<file path="config.mk">
export PLATFORM = sky130hd
export DESIGN_NAME = elt_ctrl
export DESIGN_NICKNAME = d
export VERILOG_FILES = /design/src/hw/rtl/elt_pkg.sv /design/src/hw/rtl/elt_ctrl.sv
export VERILOG_INCLUDE_DIRS = /design/src /design/src/hw/rtl
export SDC_FILE = /design/constraint.sdc
export NUM_CORES = 1
export LEC_CHECK = 0
export ABC_CLOCK_PERIOD_IN_PS = 3200
export BUFFER_PORTS_ARGS = -buffer_cell sky130_fd_sc_hd__buf_4
export CORE_ASPECT_RATIO = 1.25
export CORE_MARGIN = 8
export CORE_UTILIZATION = 52
export CTS_CLUSTER_SIZE = 30
export DETAILED_ROUTE_END_ITERATION = 10
export HOLD_SLACK_MARGIN = 0.15
export PLACE_DENSITY = 0.74
export SLEW_MARGIN = 20
export SYNTH_ARGS = -nofsm -noshare
export SYNTH_HDL_FRONTEND = slang
export SYNTH_SLANG_ARGS = --single-unit
</file>
<file path="constraint.sdc">
create_clock -name clk -period 3.2 [get_ports clk]
set_clock_uncertainty 0.1 [all_clocks]
set_input_delay 0.64 -clock clk [delete_from_list [all_inputs] [get_ports clk]]
set_output_delay 0.64 -clock clk [all_outputs]
set_load 0.01 [all_outputs]
</file>
<file path="src/hw/rtl/assert_macros.svh">
// Assertion helpers shared by the RTL.
// Define ASSERT_OFF to drop every check.
`ifndef ASSERT_MACROS_SVH
`define ASSERT_MACROS_SVH
`ifndef ASSERT_OFF
// Clocked check, quiet while reset is asserted
`define ASSERT_CLK(lbl, clk, rst_n, prop) \
	lbl: assert property (@(posedge clk) disable iff (!rst_n) prop) else $error("check failed");
// Clocked check that also holds during reset
`define ASSERT_ALWAYS(lbl, clk, prop) \
	lbl: assert property (@(posedge clk) prop) else $error("check failed");
`else
`define ASSERT_CLK(lbl, clk, rst_n, prop)
`define ASSERT_ALWAYS(lbl, clk, prop)
`endif
`endif

</file>
<file path="src/hw/rtl/elt_pkg.sv">
`timescale 1ns / 1ps
`default_nettype none
package elt_pkg;

	localparam int unsigned VAL_W      = 32;
	localparam int unsigned CMP_W      = 33;
	localparam int unsigned SUM_W      = 57;
	localparam int unsigned CNT_W      = 25;
	localparam int unsigned DIV_W      = 58;
	localparam int unsigned REM_W      = 26;
	localparam int unsigned SQ_W       = 64;
	localparam int unsigned REG_IDX_W  = 3;
	localparam int unsigned CFG_DATA_W = 64;
	localparam int unsigned RAD2_W     = 63;
	localparam int unsigned CTR_W      = 6;

	localparam longint unsigned ELT_MAX_POINTS = 64'd16777216;

	// Opcodes
	typedef logic [1:0] opcode_t;
	localparam opcode_t OP_BEGIN  = 2'd0;
	localparam opcode_t OP_SAMPLE = 2'd1;
	localparam opcode_t OP_FINISH = 2'd2;

	// Register indexes
	typedef logic [REG_IDX_W-1:0] reg_idx_t;
	localparam reg_idx_t REG_COMPARE_MODE = 3'd0;
	localparam reg_idx_t REG_REGION_MODE  = 3'd1;
	localparam reg_idx_t REG_HALF_SPACE   = 3'd2;
	localparam reg_idx_t REG_CENTER_X     = 3'd3;
	localparam reg_idx_t REG_CENTER_Y     = 3'd4;
	localparam reg_idx_t REG_CENTER_Z     = 3'd5;
	localparam reg_idx_t REG_RADIUS_SQ    = 3'd6;

	// Region and half-space codes
	localparam logic [1:0] REGION_FIXED  = 2'd1;
	localparam logic [1:0] REGION_FOLLOW = 2'd2;
	localparam logic [1:0] HALF_SKIP_NEG = 2'd1;
	localparam logic [1:0] HALF_SKIP_POS = 2'd2;

	// Sum selection for the divider
	typedef logic [2:0] sel_t;
	localparam sel_t SEL_VALUE   = 3'd0;
	localparam sel_t SEL_COMPARE = 3'd1;
	localparam sel_t SEL_X       = 3'd2;
	localparam sel_t SEL_Y       = 3'd3;
	localparam sel_t SEL_Z       = 3'd4;
	localparam sel_t SEL_LAST    = SEL_Z;

	// Axis codes for the shared squarer
	localparam logic [1:0] AXIS_X = 2'd0;
	localparam logic [1:0] AXIS_Y = 2'd1;

	// Sequencer last-step indexes
	localparam logic [CTR_W-1:0] SQR_LAST = 6'd3;
	localparam logic [CTR_W-1:0] DIV_LAST = 6'd59;
	localparam logic [CTR_W-1:0] SQT_LAST = 6'd33;

	typedef struct packed {
		logic       latch;
		logic       clear;
		logic       mul_en;
		logic       mul_mean;
		logic [1:0] axis;
		logic       acc_clr;
		logic       acc_add;
		logic       update;
		logic       div_load;
		logic       div_step;
		logic       div_store;
		sel_t       sel;
		logic       sq_load;
		logic       sq_step;
		logic       commit;
		logic       out_load;
	} elt_cmd_t;

endpackage
`default_nettype wire

</file>
<file path="src/hw/rtl/elt_ctrl.sv">
`timescale 1ns / 1ps
`default_nettype none
`include "assert_macros.svh"
module elt_ctrl import elt_pkg::*; (
	input  wire logic    clk,
	input  wire logic    arst_n,
	input  wire logic    in_valid,
	input  wire opcode_t opcode,
	output logic         in_ready,
	input  wire logic    out_ready,
	output logic         out_valid,
	output elt_cmd_t     cmd
);

	typedef enum logic [6:0] {
		ST_IDLE = 7'b0000001,
		ST_DIST = 7'b0000010,
		ST_UPD  = 7'b0000100,
		ST_DIV  = 7'b0001000,
		ST_RSQ  = 7'b0010000,
		ST_SQRT = 7'b0100000,
		ST_OUT  = 7'b1000000
	} state_t;

	state_t           state_q, state_d;
	logic [CTR_W-1:0] cnt_q, cnt_d;
	sel_t             sel_q, sel_d;
	logic             out_valid_q, in_acc, out_free;

	assign in_ready  = (state_q == ST_IDLE);
	assign in_acc    = in_valid && in_ready;
	assign out_free  = !out_valid_q || out_ready;
	assign out_valid = out_valid_q;

	// Sequence the datapath
	always_comb begin
		state_d = state_q;
		cnt_d   = cnt_q + 1'b1;
		sel_d   = sel_q;
		cmd     = '0;
		cmd.sel = sel_q;
		cmd.axis = cnt_q[1:0];
		case (state_q)
			ST_IDLE: begin
				cnt_d = '0;
				sel_d = SEL_VALUE;
				if (in_acc) begin
					case (opcode)
						OP_BEGIN:  cmd.clear = 1'b1;
						OP_SAMPLE: begin
							cmd.latch = 1'b1;
							state_d   = ST_DIST;
						end
						OP_FINISH: state_d = ST_DIV;
						default: ;
					endcase
				end
			end
			ST_DIST, ST_RSQ: begin
				cmd.mul_mean = (state_q == ST_RSQ);
				cmd.mul_en   = (cnt_q != SQR_LAST);
				cmd.acc_clr  = (cnt_q == '0);
				cmd.acc_add  = (cnt_q != '0);
				if (cnt_q == SQR_LAST) begin
					cnt_d   = '0;
					state_d = (state_q == ST_RSQ) ? ST_SQRT : ST_UPD;
				end
			end
			ST_UPD: begin
				cmd.update = 1'b1;
				state_d    = ST_IDLE;
			end
			ST_DIV: begin
				cmd.div_load  = (cnt_q == '0);
				cmd.div_step  = (cnt_q != '0) && (cnt_q != DIV_LAST);
				cmd.div_store = (cnt_q == DIV_LAST);
				if (cnt_q == DIV_LAST) begin
					cnt_d = '0;
					if (sel_q == SEL_LAST)
						state_d = ST_RSQ;
					else
						sel_d = sel_q + 1'b1;
				end
			end
			ST_SQRT: begin
				cmd.sq_load = (cnt_q == '0);
				cmd.sq_step = (cnt_q != '0) && (cnt_q != SQT_LAST);
				cmd.commit  = (cnt_q == SQT_LAST);
				if (cnt_q == SQT_LAST) begin
					cnt_d   = '0;
					state_d = ST_OUT;
				end
			end
			ST_OUT: begin
				cnt_d = '0;
				if (out_free) begin
					cmd.out_load = 1'b1;
					state_d      = ST_IDLE;
				end
			end
			default: state_d = ST_IDLE;
		endcase
	end

	always_ff @(posedge clk or negedge arst_n) begin
		if (!arst_n) begin
			state_q     <= ST_IDLE;
			cnt_q       <= '0;
			sel_q       <= SEL_VALUE;
			out_valid_q <= 1'b0;
		end else begin
			state_q <= state_d;
			cnt_q   <= cnt_d;
			sel_q   <= sel_d;
			if (cmd.out_load)
				out_valid_q <= 1'b1;
			else if (out_ready)
				out_valid_q <= 1'b0;
		end
	end

	`ASSERT_CLK(a_sel_range, clk, arst_n, sel_q <= SEL_LAST)
	`ASSERT_CLK(a_cnt_range, clk, arst_n, cnt_q <= DIV_LAST)
	`ASSERT_CLK(a_load_sets_valid, clk, arst_n, cmd.out_load |=> out_valid_q)
	`ASSERT_CLK(a_div_to_rsq, clk, arst_n, (cmd.div_store && sel_q == SEL_LAST) |=> state_q == ST_RSQ)

endmodule
`default_nettype wire

</file>
==> run_results.csv <==
group,metric,value,unit
cts,cts_inserted_buffers,3,
timing,fmax,326.1,MHz
floorplan,start_util,53.34,%
finish,commonest_non_fill_non_tap_cell_in_the_layout,"sky130_fd_sc_hd__buf_4",
global_routing,grt-ovfl-total,0,
worst_setup_path,crit_path_top_delay_cell,"sky130_fd_sc_hd__or4_1",
floorplan,design.core.area,2116,um2
routing,dr.pass1.iters,4,
global_routing,grt_first_pass_wirelength,4388,um
finish,layout_common_cells,"sky130_fd_sc_hd__buf_4 (26), sky130_fd_sc_hd__nor2_1 (16), sky130_fd_sc_hd__dfrtp_1 (16)",
timing,setup_repair_after_global_routing_missed_its_margin,"false",
finish,antenna_cells,0,
place,place_ws,473.4,ps
logic_synthesis,synth_sequential_area_ratio,37.80,%
finish,num-nets-final,161,
power_and_ir_drop,cellPowerDensity,691.2,nW/um2
finish,finalInstanceArea,1361,um2
global_routing,number_of_global_route_vias_before_repair,995,
global_routing,gr-usage-all-layers,14.35,%
cts,cts-htree-levels,1,
timing,period_utilization_post_route,95.83,%
place,post_dp_cell_area,1319,um2
timing,worst_slew_pin_tran,596.6,ps
place,io_buffers,26,
logic_synthesis,synth_cell_types,39,
power_and_ir_drop,max-vdd-ir-drop,0.0005046,V
cts,clk_pin_slew_worst_paths,100,ps
logic_synthesis,post_synth_xor_area_fraction,6.208,%
finish,sequential_cell_area,426.7,um2
logic_synthesis,asyncSetResetFlopFracSynth,100.0,%
routing,postRouteAntennaNets,0,
logic_synthesis,post_synth.cell_area_avg,9.175,um2
worst_setup_path,path_cells,"or3_4 -> or4_1 -> nor4b_1 -> buf_4",
cts,max-clock-path-buffers,2,
logic_synthesis,total_of_warnings_raised_by_yosys,0,
finish,drive_gt1_share,28.86,%
logic_synthesis,syn_inst,123,
timing,relSlewSlack,60.13,%
logic_synthesis,syn-num-nets,134,
logic_synthesis,synth_compound_gate_area_share,7.871,%
timing,fin_hold_viols,0,
worst_setup_path,worst_ep_arrival_time,2330,ps
routing,drc,0,
floorplan,io_pins,27,
global_routing,grt_start_max_net_pins,18,
worst_setup_path,timing.reg2reg.setup_slack,790,ps
finish,multiInputGateArea,649.4,um2
floorplan,die_area,3926,um2
timing,finalCriticalPeriod,3066,ps
worst_setup_path,delay_heaviest_family_cp,"simple AND/OR/NAND/NOR gates",
floorplan,fp-row-count,19,
cts,clock_tree_from_tritoncts,"done",
place,gp_routability_congestion,0.8610,
run_status,run_status,"finished clean",
logic_synthesis,mappedNetlistArea,1129,um2
flow_run,cap_viol_max_count,0,
timing,slew_violations,0,
finish,num-fill-cells,190,
power_and_ir_drop,cellLeakagePower,0.6440,nW
worst_setup_path,worst_setup_path_start_kind,"flip-flop",
worst_setup_path,cp_max_fo,7,
logic_synthesis,dominant_combinational_cell_family_by_area_after_synthesis,"simple AND/OR/NAND/NOR gates",
logic_synthesis,synth_flop_cell,"sky130_fd_sc_hd__dfrtp_1",
routing,drt-wirelength-per-cell,15.59,um
logic_synthesis,yosys.area_share.simple,34.37,%
routing,post_dr_vias_cell,5.818,
timing,setup_failing_eps_final,0,
finish,layout-area-overhead-vs-synth,20.62,%
logic_synthesis,synth_seq_cells,17,
worst_setup_path,worst_path_largest_cell_delay,620,ps
routing,violation_count_after_the_first_detailed_route_iteration,13,
cts,clk_root_buffer_cell,"sky130_fd_sc_hd__clkbuf_4",
timing,timing.final.ws_setup,133.5,ps
worst_setup_path,worst_setup_path_end_kind,"output port",
cts,worstSkewPairLatency,290,ps
worst_setup_path,data_required_time_of_the_critical_path,2460,ps
floorplan,fp.dieH,68.09,um
logic_synthesis,synth_adder_area_share,5.543,%
cts,cts_sink_cnt,17,
logic_synthesis,post_synth_edffs,0,
worst_setup_path,criticalPathCategory,"reg2out",
cts,post_cts.repair.setup_buffers,0,
place,place.detailed.hpwl,2129,um
routing,via_count,989,
timing,setup_tns,0,ps
floorplan,dieWidth,57.67,um
routing,totalWireLength,2650,um
global_routing,antenna_found_initial,0,
worst_setup_path,critical_path_buf_inv_count,1,
logic_synthesis,multiplexer_fraction_of_the_synthesized_cell_area,2.993,%
min_path,timing.hold.worst.class,"reg2reg",
[Yosys cell counts (2+ instances only)]
cell / count / area [um2]
sky130_fd_sc_hd__dfrtp_1: 16 / 400.4
sky130_fd_sc_hd__nor2_1: 16 / 60.06
sky130_fd_sc_hd__nand2_1: 10 / 37.54
sky130_fd_sc_hd__nand3_1: 8 / 40.04
sky130_fd_sc_hd__inv_1: 6 / 22.52
sky130_fd_sc_hd__ha_1: 5 / 62.56
sky130_fd_sc_hd__nor3_1: 5 / 25.02
sky130_fd_sc_hd__nand2b_1: 4 / 25.02
sky130_fd_sc_hd__xnor2_1: 4 / 35.03
sky130_fd_sc_hd__xor2_1: 4 / 35.03
sky130_fd_sc_hd__buf_4: 3 / 22.52
sky130_fd_sc_hd__mux2_1: 3 / 33.78
sky130_fd_sc_hd__nand4_1: 3 / 18.77
sky130_fd_sc_hd__nor2b_1: 3 / 18.77
sky130_fd_sc_hd__nor4_1: 3 / 18.77
sky130_fd_sc_hd__nor4b_1: 3 / 26.28
sky130_fd_sc_hd__and3_1: 2 / 12.51
sky130_fd_sc_hd__or2_2: 2 / 12.51
sky130_fd_sc_hd__or3_1: 2 / 12.51
sky130_fd_sc_hd__or4_4: 2 / 22.52
[cell type report]
type | count | area share, %
Multi-Input combinational cell | 94 | 47.70
Sequential cell | 17 | 31.34
Tap cell | 21 | 1.930
Clock buffer | 4 | 1.930
Timing Repair Buffer | 27 | 15.07
Inverter | 7 | 2.022
[through the flow]
stage                     std cells  total power (W)  utilization [%]  hold WS [ps]
final                           170        0.0009410            64.34         452.1
after global routing            170         0.001023            64.34         498.3
after CTS                       170        0.0009453            64.04         458.9
after detailed placement        165        0.0008283            62.33         416.5
after global placement          165        0.0008146            62.33         415.4
after floorplan                 123        0.0006987                -         244.4
[state kept, by name, summed over array words and instances, names as in the netlist]
signal / cells
out_valid: 1
cnt_q: 6
sel_q: 3
state_q: 7
[report_power, final]
group	internal (W)	switching, W
clock network	0.0000486	0.0000649
registers	0.000261	0.0000610
logic	0.000218	0.000287
[layer usage]
layer,track usage (%),vias up,wire [um]
li1,-,483,-
met5,0,-,0
met2,27.64,22,1460
met4,8.282,0,52
met3,3.195,6,130
met1,13.89,478,1007
[worst register-to-register path, stage by stage (launching register included)]
cell	delay, ps
sky130_fd_sc_hd__dfrtp_1	460
sky130_fd_sc_hd__or3_4	440
sky130_fd_sc_hd__or4_1	620
sky130_fd_sc_hd__clkinv_2	140
sky130_fd_sc_hd__nand2_2	80
sky130_fd_sc_hd__nand3_2	120
sky130_fd_sc_hd__mux2_1	330
[worst paths after layout]
check,cells after the start,endpoint,startpoint
max in group asynchronous,2,state_q[0],arst_n
min,1,cnt_q[0],cnt_q[0]
min reg2reg,1,cnt_q[0],cnt_q[0]
max reg2reg,6,state_q[3],state_q[2]
max,4,cmd[17],state_q[2]
min in group asynchronous,2,sel_q[2],arst_n
[logic make-up after synthesis]
kind of cell             count (synthesis)
buffers and inverters                   12
multiplexers                             3
XOR/XNOR                                 8
flip-flops                              17
adder cells (fa/ha/maj)                  5
AO/OA/AOI/OAI                            8
AND/OR/NAND/NOR                         70
[repair_timing]
action	in CTS	in global routing
endpoints found under the setup margin	0	1
hold endpoints to repair	16	0
hold buffers	1	0
gates resized for setup	0	1
(Power assumes the default switching activity.)
